### src/design/vp8ks_pkg.sv
// Shared types and constants for the VP8 key-frame header scanner.
// No dependencies; every design file refers to it by scoped names.
`default_nettype none

package vp8ks_pkg;

    localparam int STATUS_BITS = 3;
    localparam int DISCARD_BITS = 24;
    localparam int PROFILE_BITS = 4;
    localparam int DIM_BITS = 14;
    localparam int ALIGN_BITS = 15;
    localparam int PSIZE_BITS = 19;
    localparam int RESULT_BITS = STATUS_BITS + DISCARD_BITS + PROFILE_BITS
                                 + 2 * DIM_BITS + 2 * ALIGN_BITS + PSIZE_BITS;
    localparam int M_DATA_BITS = ((RESULT_BITS + 7) / 8) * 8;

    localparam logic [STATUS_BITS-1:0] ST_OK         = 3'd0;
    localparam logic [STATUS_BITS-1:0] ST_NO_CODE    = 3'd1;
    localparam logic [STATUS_BITS-1:0] ST_MORE       = 3'd2;
    localparam logic [STATUS_BITS-1:0] ST_INTER      = 3'd3;
    localparam logic [STATUS_BITS-1:0] ST_INCOMPLETE = 3'd4;

    localparam logic [7:0] CODE_BYTE0 = 8'h9d;
    localparam logic [7:0] CODE_BYTE1 = 8'h01;
    localparam logic [7:0] CODE_BYTE2 = 8'h2a;

    localparam logic [2:0] SIZE_BYTES = 3'd4;
    localparam int HIST_DEPTH = 5;

    typedef struct packed {
        logic       last;
        logic [7:0] data;
    } beat_t;

    // last field in the lowest bits
    typedef struct packed {
        logic [PSIZE_BITS-1:0]   partition_size;
        logic [ALIGN_BITS-1:0]   aligned_height;
        logic [ALIGN_BITS-1:0]   aligned_width;
        logic [DIM_BITS-1:0]     crop_height;
        logic [DIM_BITS-1:0]     crop_width;
        logic [PROFILE_BITS-1:0] profile;
        logic [DISCARD_BITS-1:0] discard_count;
        logic [STATUS_BITS-1:0]  status;
    } result_t;

endpackage

`default_nettype wire

### src/design/vp8ks_in_reg.sv
// Input register stage of the VP8 key-frame header scanner.
// Holds one accepted beat until the scan stage takes it; uses vp8ks_pkg.
`default_nettype none

module vp8ks_in_reg (
    input  wire                aclk,
    input  wire                aresetn,
    input  wire                s_tvalid,
    output logic               s_tready,
    input  vp8ks_pkg::beat_t   s_beat,
    input  wire                take,
    output logic               beat_valid,
    output vp8ks_pkg::beat_t   beat
);

    logic             valid_reg;
    logic             valid_next;
    vp8ks_pkg::beat_t beat_reg;

    assign s_tready   = !valid_reg || take;
    assign beat_valid = valid_reg;
    assign beat       = beat_reg;

    always_comb begin
        valid_next = valid_reg;
        if (s_tvalid && s_tready) begin
            valid_next = 1'b1;
        end else if (take) begin
            valid_next = 1'b0;
        end
    end

    always_ff @(posedge aclk) begin
        if (!aresetn) begin
            valid_reg <= 1'b0;
        end else begin
            valid_reg <= valid_next;
        end
    end

    always_ff @(posedge aclk) begin
        if (s_tvalid && s_tready) begin
            beat_reg <= s_beat;
        end
    end

    a_take_needs_beat: assert property (@(posedge aclk) disable iff (!aresetn)
        take |-> valid_reg)
        else $error("scan stage took a beat from an empty input register");

    a_hold_until_taken: assert property (@(posedge aclk) disable iff (!aresetn)
        valid_reg && !take |=> valid_reg && $stable(beat_reg))
        else $error("input register lost a beat that was not taken");

    a_empty_ready: assert property (@(posedge aclk) disable iff (!aresetn)
        !valid_reg |-> s_tready)
        else $error("empty input register refused a beat");

endmodule

`default_nettype wire

### src/design/vp8ks_scan.sv
// Scan state and result logic of the VP8 key-frame header scanner.
// Tracks the start code, frame tag and size bytes; uses vp8ks_pkg.
`default_nettype none

module vp8ks_scan #(
    parameter int COUNT_BITS = 24
) (
    input  wire                 aclk,
    input  wire                 aresetn,
    input  wire                 fire,
    input  vp8ks_pkg::beat_t    beat,
    output vp8ks_pkg::result_t  result
);

    localparam logic [COUNT_BITS-1:0] CNT_FIVE = COUNT_BITS'(5);
    localparam logic [COUNT_BITS-1:0] CNT_SIX  = COUNT_BITS'(6);
    localparam int HIST_IDX = vp8ks_pkg::HIST_DEPTH - 1;

    logic [COUNT_BITS-1:0] cnt_reg, cnt_next;
    logic                  found_reg, found_next;
    logic [2:0]            seen_reg, seen_next;
    logic [COUNT_BITS-1:0] tag_off_reg, tag_off_next;
    logic [23:0]           tag_reg, tag_next;
    logic [31:0]           size_reg, size_next;
    logic [7:0]            hist_reg [HIST_IDX:0];
    logic [7:0]            hist_next [HIST_IDX:0];

    logic [COUNT_BITS-1:0] len;
    logic                  match;
    logic [31:0]           len_wide;
    logic [31:0]           off_wide;
    logic [33:0]           part_end;
    logic [vp8ks_pkg::DIM_BITS-1:0]   w;
    logic [vp8ks_pkg::DIM_BITS-1:0]   h;
    logic [vp8ks_pkg::ALIGN_BITS-1:0] w_up;
    logic [vp8ks_pkg::ALIGN_BITS-1:0] h_up;
    logic [vp8ks_pkg::PSIZE_BITS-1:0] psize;

    always_comb begin
        len = (&cnt_reg) ? cnt_reg : cnt_reg + 1'b1;

        for (int k = 0; k < HIST_IDX; k++) begin
            hist_next[k] = hist_reg[k+1];
        end
        hist_next[HIST_IDX] = beat.data;

        found_next   = found_reg;
        seen_next    = seen_reg;
        tag_off_next = tag_off_reg;
        tag_next     = tag_reg;
        size_next    = size_reg;

        if (found_reg && seen_reg < vp8ks_pkg::SIZE_BYTES) begin
            case (seen_reg[1:0])
                2'd0: size_next[7:0]   = beat.data;
                2'd1: size_next[15:8]  = beat.data;
                2'd2: size_next[23:16] = beat.data;
                2'd3: size_next[31:24] = beat.data;
                default: size_next = size_reg;
            endcase
            seen_next = seen_reg + 3'd1;
        end

        match = !found_reg && (cnt_reg >= CNT_FIVE) &&
                (hist_reg[3] == vp8ks_pkg::CODE_BYTE0) &&
                (hist_reg[4] == vp8ks_pkg::CODE_BYTE1) &&
                (beat.data == vp8ks_pkg::CODE_BYTE2);
        if (match) begin
            found_next   = 1'b1;
            tag_off_next = cnt_reg - CNT_FIVE;
            tag_next     = {hist_reg[2], hist_reg[1], hist_reg[0]};
            size_next    = '0;
            seen_next    = '0;
        end

        len_wide = 32'(len);
        off_wide = 32'(tag_off_next);
        psize    = tag_next[23:5];
        part_end = 34'(off_wide) + 34'(psize);
        w        = size_next[13:0];
        h        = size_next[29:16];
        w_up     = ({1'b0, w} + 15'd15) & ~15'h000f;
        h_up     = ({1'b0, h} + 15'd15) & ~15'h000f;

        result = '0;
        if (!found_next) begin
            if (len < CNT_SIX) begin
                result.status = vp8ks_pkg::ST_MORE;
            end else begin
                result.status        = vp8ks_pkg::ST_NO_CODE;
                result.discard_count = 24'(len_wide - 32'd6);
            end
        end else if (tag_next[0]) begin
            result.status  = vp8ks_pkg::ST_INTER;
            result.profile = {1'b0, tag_next[3:1]} + 4'd1;
        end else if (part_end > 34'(len_wide) || seen_next < vp8ks_pkg::SIZE_BYTES) begin
            result.status = vp8ks_pkg::ST_INCOMPLETE;
        end else begin
            result.status         = vp8ks_pkg::ST_OK;
            result.discard_count  = off_wide[23:0];
            result.profile        = {1'b0, tag_next[3:1]} + 4'd1;
            result.crop_width     = w;
            result.crop_height    = h;
            result.aligned_width  = w_up;
            result.aligned_height = h_up;
            result.partition_size = psize;
        end

        cnt_next = len;
        if (beat.last) begin
            cnt_next   = '0;
            found_next = 1'b0;
            seen_next  = '0;
        end
    end

    always_ff @(posedge aclk) begin
        if (!aresetn) begin
            cnt_reg   <= '0;
            found_reg <= 1'b0;
            seen_reg  <= '0;
        end else if (fire) begin
            cnt_reg   <= cnt_next;
            found_reg <= found_next;
            seen_reg  <= seen_next;
        end
    end

    always_ff @(posedge aclk) begin
        if (fire) begin
            tag_off_reg <= tag_off_next;
            tag_reg     <= tag_next;
            size_reg    <= size_next;
            for (int k = 0; k <= HIST_IDX; k++) begin
                hist_reg[k] <= hist_next[k];
            end
        end
    end

    a_clear_after_last: assert property (@(posedge aclk) disable iff (!aresetn)
        fire && beat.last |=> cnt_reg == '0 && !found_reg && seen_reg == '0)
        else $error("scan state not cleared after the last beat of a buffer");

    a_seen_bound: assert property (@(posedge aclk) disable iff (!aresetn)
        seen_reg <= vp8ks_pkg::SIZE_BYTES)
        else $error("size byte count ran past four");

    a_match_latches: assert property (@(posedge aclk) disable iff (!aresetn)
        fire && match && !beat.last |=> found_reg && seen_reg == '0)
        else $error("start code match not latched");

endmodule

`default_nettype wire

### src/design/vp8_keyframe_header_scanner_top.sv
// Top level of the VP8 key-frame header scanner: input register, scan logic
// and result register. Depends on vp8ks_pkg, vp8ks_in_reg and vp8ks_scan.
//
//  channel | dir | beat fields (tdata low bit up)                  | per
//  s_      | in  | data_byte; tlast = last_byte                    | bitstream byte
//  m_      | out | status, discard_count, profile, crop_width,     | buffer (one on
//          |     | crop_height, aligned_width, aligned_height,     | its last byte)
//          |     | partition_size, 4 zero pad bits                 |
//
// One input beat per clock cycle, but for the stall below; scan state is registered.
// m_ presents a result from its register once a buffer's last beat is scanned.
// Reset clears the scan state at once; no clearing pass.
// A waiting result stalls the input only when the next beat to process is a last beat.
`default_nettype none

module vp8_keyframe_header_scanner_top #(
    parameter int COUNT_BITS = 24
) (
    input  wire                                  aclk,
    input  wire                                  aresetn,
    input  wire                                  s_tvalid,
    output logic                                 s_tready,
    input  wire  [7:0]                           s_tdata,  // data_byte[7:0]
    input  wire                                  s_tlast,
    output logic                                 m_tvalid,
    input  wire                                  m_tready,
    // status[2:0], discard_count[26:3], profile[30:27], crop_width[44:31],
    // crop_height[58:45], aligned_width[73:59], aligned_height[88:74],
    // partition_size[107:89], zero[111:108]
    output logic [vp8ks_pkg::M_DATA_BITS-1:0]    m_tdata
);

    vp8ks_pkg::beat_t   s_beat;
    vp8ks_pkg::beat_t   beat;
    vp8ks_pkg::result_t result;
    vp8ks_pkg::result_t res_reg;
    logic               beat_valid;
    logic               advance;
    logic               m_valid_reg, m_valid_next;

    assign s_beat.data = s_tdata;
    assign s_beat.last = s_tlast;

    assign advance = beat_valid && (!beat.last || !m_valid_reg || m_tready);

    vp8ks_in_reg u_in_reg (
        .aclk       (aclk),
        .aresetn    (aresetn),
        .s_tvalid   (s_tvalid),
        .s_tready   (s_tready),
        .s_beat     (s_beat),
        .take       (advance),
        .beat_valid (beat_valid),
        .beat       (beat)
    );

    vp8ks_scan #(
        .COUNT_BITS (COUNT_BITS)
    ) u_scan (
        .aclk    (aclk),
        .aresetn (aresetn),
        .fire    (advance),
        .beat    (beat),
        .result  (result)
    );

    always_comb begin
        m_valid_next = m_valid_reg;
        if (advance && beat.last) begin
            m_valid_next = 1'b1;
        end else if (m_tready) begin
            m_valid_next = 1'b0;
        end
    end

    always_ff @(posedge aclk) begin
        if (!aresetn) begin
            m_valid_reg <= 1'b0;
        end else begin
            m_valid_reg <= m_valid_next;
        end
    end

    always_ff @(posedge aclk) begin
        if (advance && beat.last) begin
            res_reg <= result;
        end
    end

    assign m_tvalid = m_valid_reg;
    assign m_tdata  = {{(vp8ks_pkg::M_DATA_BITS - vp8ks_pkg::RESULT_BITS){1'b0}}, res_reg};

    a_last_gives_result: assert property (@(posedge aclk) disable iff (!aresetn)
        advance && beat.last |=> m_tvalid)
        else $error("last beat processed without a result");

    a_no_overwrite: assert property (@(posedge aclk) disable iff (!aresetn)
        m_valid_reg && !m_tready |-> !(advance && beat.last))
        else $error("result register overwritten while waiting");

    a_fields_zero: assert property (@(posedge aclk) disable iff (!aresetn)
        m_tvalid && res_reg.status != vp8ks_pkg::ST_OK |->
            res_reg.partition_size == '0 && res_reg.crop_width == '0)
        else $error("size fields set on a non-ok result");

    a_status_range: assert property (@(posedge aclk) disable iff (!aresetn)
        m_tvalid |-> res_reg.status <= vp8ks_pkg::ST_INCOMPLETE)
        else $error("result status out of range");

endmodule

`default_nettype wire
### config.mk
export PLATFORM = sky130hd
export DESIGN_NAME = vp8_keyframe_header_scanner_top
export DESIGN_NICKNAME = d
export VERILOG_FILES = /design/src/design/vp8ks_pkg.sv /design/src/design/vp8ks_in_reg.sv /design/src/design/vp8ks_scan.sv /design/src/design/vp8_keyframe_header_scanner_top.sv
export SDC_FILE = /design/constraint.sdc
export NUM_CORES = 1
export LEC_CHECK = 0
export ABC_AREA = 1
export BUFFER_PORTS_ARGS = -buffer_cell sky130_fd_sc_hd__clkbuf_2
export CORE_UTILIZATION = 45
export DETAILED_ROUTE_END_ITERATION = 16
export SYNTH_ARGS = -nofsm -noshare
export SYNTH_HDL_FRONTEND = slang
export SYNTH_SLANG_ARGS = --single-unit
### constraint.sdc
create_clock -name aclk -period 15.9 [get_ports aclk]
set_clock_uncertainty 0.15 [all_clocks]
set_input_delay 2.385 -clock aclk [delete_from_list [all_inputs] [get_ports aclk]]
set_output_delay 2.385 -clock aclk [all_outputs]
set_load 0.01 [all_outputs]
### Word-level counts from Yosys, hierarchy flattened

Memories as Yosys holds them, arrays and structs flattened.
Cells that the tools add are included.
W data, S select, Z words.

| operators by class | value |
|---|---|
| bitwise gates (word level) | 1 |
| multiplexer cells | 29 |
| magnitude comparators | 5 |
| equality and inequality tests | 6 |
| reduce and logical (&&, ||, !) cells | 23 |
| add/subtract/negate cells | 8 |

Operator list:

| operator | count |
|---|---|
| $mux W24 | 6 |
| $mux W30 | 2 |
| $sub A24 B3 Y24 const B | 2 |
| $gt A34 B24 Y1 | 1 |
| $add A14 B4 Y15 const B | 2 |
| $mux W28 | 1 |
| $mux W27 | 1 |
| $add A24 B19 Y25 | 1 |
| $add A24 B1 Y24 const B | 1 |
| $ge A24 B3 Y1 const B | 1 |
| $lt A24 B3 Y1 const B | 1 |
| $mux W8 | 3 |
| $reduce_and A24 Y1 | 1 |
| $mux W3 | 5 |
| $eq A8 B1 Y1 const B | 1 |
| $eq A8 B6 Y1 const B | 1 |
| $eq A8 B8 Y1 const B | 1 |
| $logic_and A1 B1 Y1 | 8 |
| $mux W1 | 8 |
| $lt A3 B3 Y1 const B | 2 |
| $mux W6 | 1 |
| $add A3 B1 Y4 const B | 1 |
| $eq A2 B2 Y1 const B | 2 |
| $logic_not A1 Y1 | 4 |
| 11 further kinds | 15 |

| storage, ports and cells | value |
|---|---|
| memories kept | 1 |
| output and inout port bits | 114 |
| memory bits (writable) | 40 |
| flip-flop bits (word level) | 223 |

Memory list:

| memory | words | width | rd ports | clocked after memory_dff | write ports | line | RTL |
|---|---|---|---|---|---|---|---|
| u_scan.hist_reg | 5 | 8 | 5 | 0 | 5 | vp8ks_scan.sv:25 | `logic [7:0] hist_reg [HIST_IDX:0];` |

### Longest topological paths before layout

| depth | value |
|---|---|
| depth in word-level cells | 12 |
| gate-level depth with buffers | 42 |

### Modules after synthesis

From an unflattened synthesis, not the netlist that was laid out.

| unflattened totals | value |
|---|---|
| cells, all modules | 1703 |
| area, all modules | 15060.7 sq um |

By module, submodules not included:

| module | instances | area an instance (sq um) | cells each |
|---|---|---|---|
| vp8ks_scan | 1 | 11399.7 | 1563 |
| vp8_keyframe_header_scanner_top | 1 | 3339.5 | 124 |
| vp8ks_in_reg | 1 | 321.6 | 16 |

### Worst setup path before layout

OpenSTA, ideal clock, no wires.

| timing | value |
|---|---|
| path kind | in2reg |
| start point | input port m_tready |
| end point | register res_reg (netlist bit m_tdata[0]) (enable) |
| path slack | 4.927 ns |
| arrival | 10.370 ns |
| buffers on the path | 0 |
| data required time | 15.297 ns |
| stages | 4 |
| path through | nor2_1 > a21oi_1 > nand2_1 > inv_1 |

| between the ends | value |
|---|---|
| word-level cells in the longest chain between the ends | 3 |

Ends and longest elaborated chain:

| item | line | RTL |
|---|---|---|
| start: declaration | vp8_keyframe_header_scanner_top.sv:26 | `input wire m_tready,` |
| $logic_or A1 B1 Y1 | vp8_keyframe_header_scanner_top.sv:44 | `assign advance = beat_valid && (!beat.last \|\| !m_valid_reg \|\| m_tready);` |
| $logic_and A1 B1 Y1 | vp8_keyframe_header_scanner_top.sv:44 |  |
| via advance | vp8_keyframe_header_scanner_top.sv:38 | `logic advance;` |
| $logic_and A1 B1 Y1 | vp8_keyframe_header_scanner_top.sv:85 | `if (advance && beat.last) begin` |
| end signal: assignment | vp8_keyframe_header_scanner_top.sv:86 | `res_reg <= result;` |
| end: declaration | vp8_keyframe_header_scanner_top.sv:36 | `vp8ks_pkg::result_t res_reg;` |

The timed path passes the listed nets, and every way through them passes these cells.
A chain may end at the register's enable or synchronous reset.

### Final worst setup path

| timing | value |
|---|---|
| start point | register u_scan.cnt_reg[0] |
| end point | register res_reg (netlist bit m_tdata[42]), data pin |

| between the ends | value |
|---|---|
| word-level cells in the longest chain between the ends | 10 |
| elaborated cells on any way between the ends | 20 |
| classes of those cells | add/sub: 3; order compare: 3; mux: 6; bitwise: 1; reduce/logical: 7 |

Ends and longest elaborated chain:

| item | line | RTL |
|---|---|---|
| start: declaration | vp8ks_scan.sv:19 | `logic [COUNT_BITS-1:0] cnt_reg, cnt_next;` |
| start signal: assignment | vp8ks_scan.sv:123 | `cnt_reg <= cnt_next;` |
| $ge A24 B3 Y1 | vp8ks_scan.sv:64 | `match = !found_reg && (cnt_reg >= CNT_FIVE) &&` |
| $logic_and A1 B1 Y1 (2 in series) | vp8ks_scan.sv:64 |  |
| $logic_and A1 B1 Y1 | vp8ks_scan.sv:65 | `(hist_reg[3] == vp8ks_pkg::CODE_BYTE0) &&` |
| $logic_and A1 B1 Y1 | vp8ks_scan.sv:66 | `(hist_reg[4] == vp8ks_pkg::CODE_BYTE1) &&` |
| $mux W24 (*) | vp8ks_scan.sv:68 | `if (match) begin` |
| via u_scan.tag_off_next[1] | vp8ks_scan.sv:22 | `logic [COUNT_BITS-1:0] tag_off_reg, tag_off_next;` |
| $add A24 B19 Y25 (*) | vp8ks_scan.sv:79 | `part_end = 34'(off_wide) + 34'(psize);` |
| $gt A34 B24 Y1 (*) | vp8ks_scan.sv:96 | `end else if (part_end > 34'(len_wide) \|\| seen_next < vp8ks_pkg::SIZE_BYTES) begin` |
| $logic_or A1 B1 Y1 (*) | vp8ks_scan.sv:96 |  |
| $reduce_or A3 Y1 (no source line) (*) | n/a |  |

Mark *: on every way through the listed nets, which the timed path passes. The rest lies on a longest branch.

==> impl_metrics.toml <==
[timing]
fmax_ghz = 0.135
rsz0062_at_grt = "false"
drv_slew = 0
whs_ns = 0.295
worst_pin_slew_ns = 1.14
final.min_clock_period_ns = 7.40
slew_headroom = 0.242
finalHoldViolCount = 0
fin_crit_sh = 0.466
finalSetupViolCount = 0
fin_tns_setup_ns = 0

[floorplan]
die_x_um = 183
coreArea_um2 = 31900
start_util = 0.463
rows = 65
die_area_um2 = 33500
io_pins = 127
die_h_um = 183

[clock_network]
postCtsResizedCells = 0
clock_latency_ns = 0.57
postCtsSetupBuffers = 0
cts_hold_buffers = 0
htree_num_levels = 1
cts_tree = "yes"
numCtsBuffers = 29
clk_path_buf_depth = 3
cts-root-buf = "clkbuf_16"
cts.clk_slew.worst_paths_ns = 0.06
cts.sinks = 253

[logic_synthesis]
synth_seq_cells = 253
synth_edf_count = 223
syn-cell-area_um2 = 14800
synth_top_area_share = 0.454
syn_avg_cell_area_um2 = 8.65
yosysSeqAreaShare = 0.494
synthCells = 1706
ys_top_cells_by_area = "edfxtp_1 45%, nand2_1 12%, nor2_1 5.3%"
ys.flop_type = "edfxtp_1"
synth_cell_types = 52
ys_warn_count = 0
async_flop_share = 0
synth_top_area_cell = "edfxtp_1"

[setup_path]
cp_max_fo = 81
r2r_end = "m_tdata[42]$_SDFFCE_PP0P_"
r2r_cells = 35
cp.required_ns = 15.99
ff2ff_setup_slack_ns = 8.50
cp-start-kind = "flop"
cp_slowest_stage_delay_ns = 0.81
r2r-start = "u_scan.cnt_reg[0]$_SDFFE_PN0P_"
critPathLaunch = "u_scan.cnt_reg[0]$_SDFFE_PN0P_"
cpMaxStageDelayCell = "buf_4"
cp.arrival_ns = 7.49
critical_path_class = "flop to flop"
crit_top_cell = "nand2_1"
setup.worst_path.end_class = "flop"

[power]
max-vdd-ir-drop_uv = 75.2
leakage_nw = 7.36
powerDensity_nw_per_um2 = 93.9

[placed_design]
place_area_um2 = 15600
gp_congestion = 0.947
hpwl_mm = 30.3
numPortBuffers = 114

[routing]
wirelength_mm = 40.8
drc_errors = 0
drtIter0Drc = 1090
drt-pass1-iter-count = 5
vias = 11600
antenna_left = 0
wl_per_cell_um = 18.1
vias_per_cell = 5.12

[outcome]
run_status = "finished clean"

[worst_hold_path]
min_to = "u_scan.hist_reg[1][5]$_DFFE_PP_"
min_path_type = "flop to flop"
min_from = "u_scan.hist_reg[2][5]$_DFFE_PP_"
min_path_cells = 0

[job]
maxCapViolCount = 0

[finish]
diodes = 0
drive_gt1_frac = 0.165
layout.nets = 1870
syn_to_final_growth_pct = 11.8
finalInstanceArea_um2 = 16500
largest_register_ffs = 100

[global_route]
grt_pass1_vias = 11000
grt_pass1_wl_mm = 63.0
overflow = 0
grt_use_total = 0.246
grt_antenna_before_repair = 1
grt_max_degree = 82
-- how the worst max path moves through the flow --
stage / endpoint / slack [ns] / cells after the start
after CTS: m_tdata[42]$_SDFFCE_PP0P_ / 8.53 / 35
final: m_tdata[42]$_SDFFCE_PP0P_ / 8.50 / 35
after global routing: m_tdata[42]$_SDFFCE_PP0P_ / 7.77 / 35
after detailed placement: m_tdata[42]$_SDFFCE_PP0P_ / 8.58 / 35
after global placement: m_tdata[42]$_SDFFCE_PP0P_ / 8.78 / 36
after floorplan: m_tdata[0]$_DFFE_PP_ / 4.93 / 4
-- cells in the mapped netlist, types with 3 or more instances --
cell	count
a21oi_2	13
or2_2	8
edfxtp_1	223
nor3_2	17
xor2_1	58
ha_1	51
xnor2_1	7
nand4_1	19
nand3_1	65
nand3_2	5
a31oi_1	4
buf_2	16
o21bai_1	3
clkbuf_1	12
buf_6	13
nand2_4	4
o21ai_0	66
dfxtp_1	30
inv_2	15
nand2_2	23
inv_1	192
buf_1	5
nor2_4	11
nor3_1	18
nor2_1	210
o21ai_1	17
o21bai_2	8
nand2_1	459
o21a_1	6
nand3b_1	4
a21oi_1	60
a211oi_1	3
nor2_2	22
buf_4	17
-- critical path: cells and delay by family (launching register included) --
family / cells / cell delay (ns)
AOI/OAI and AO/OA: 4 / 0.70
DFF: 1 / 0.56
and+or+nand+nor: 23 / 2.87
adders and majority gates: 3 / 0.86
xor gates and xnor gates: 1 / 0.18
buffers and inverters: 4 / 1.56
-- per-layer routing --
metal  up-vias  share of wire  global-route usage
met5         -        0.00025                   0
met3        53          0.062              0.0308
met1      5439           0.49               0.373
met4         2          0.019              0.0577
li1       5731              -                   -
met2       351           0.43               0.374
-- area by class of cell --
| cell class | instances | area [um^2] |
|---|---|---|
| fill | 3068 | 15400 |
| inverter | 209 | 790 |
| multi-input combinational | 1190 | 6290 |
| timing repair buffer | 122 | 631 |
| sequential | 253 | 7300 |
| clock buffer | 33 | 741 |
| tap | 435 | 544 |
| clock inverter | 19 | 211 |
-- through the flow --
step	util	instances	setup WS [ns]	power, mW
after CTS	0.518	2261	8.53	1.56
after global placement	0.488	2209	8.78	0.883
final	0.518	2261	8.50	1.55
after global routing	0.518	2261	7.77	1.60
after floorplan	-	1717	4.93	0.851
after detailed placement	0.488	2209	8.58	0.885
-- cells in the final DEF (no fill, tap or decap), drive strengths merged, types with 30 or more instances in the layout --
cell / count
a21oi: 74
nand2: 487
inv: 209
nand3: 70
dfxtp: 30
edfxtp: 223
o21ai: 84
nor2: 243
ha: 51
clkbuf: 147
xor2: 58
nor3: 37
-- cells by family after synthesis --
group	synth area share
AND/OR/NAND/NOR	0.264
buffers and inverters	0.0837
flip-flops	0.494
AO/OA/AOI/OAI	0.0743
XOR/XNOR	0.0386
adder cells (fa/ha/maj)	0.0446
other	0.000254
-- report_power, final --
part,internal (mW),switching (mW)
logic,0.0375,0.0831
clock network,0.399,0.280
registers,0.743,0.00819
total,1.18,0.371
No activity file was read; power rests on OpenSTA's default activity.
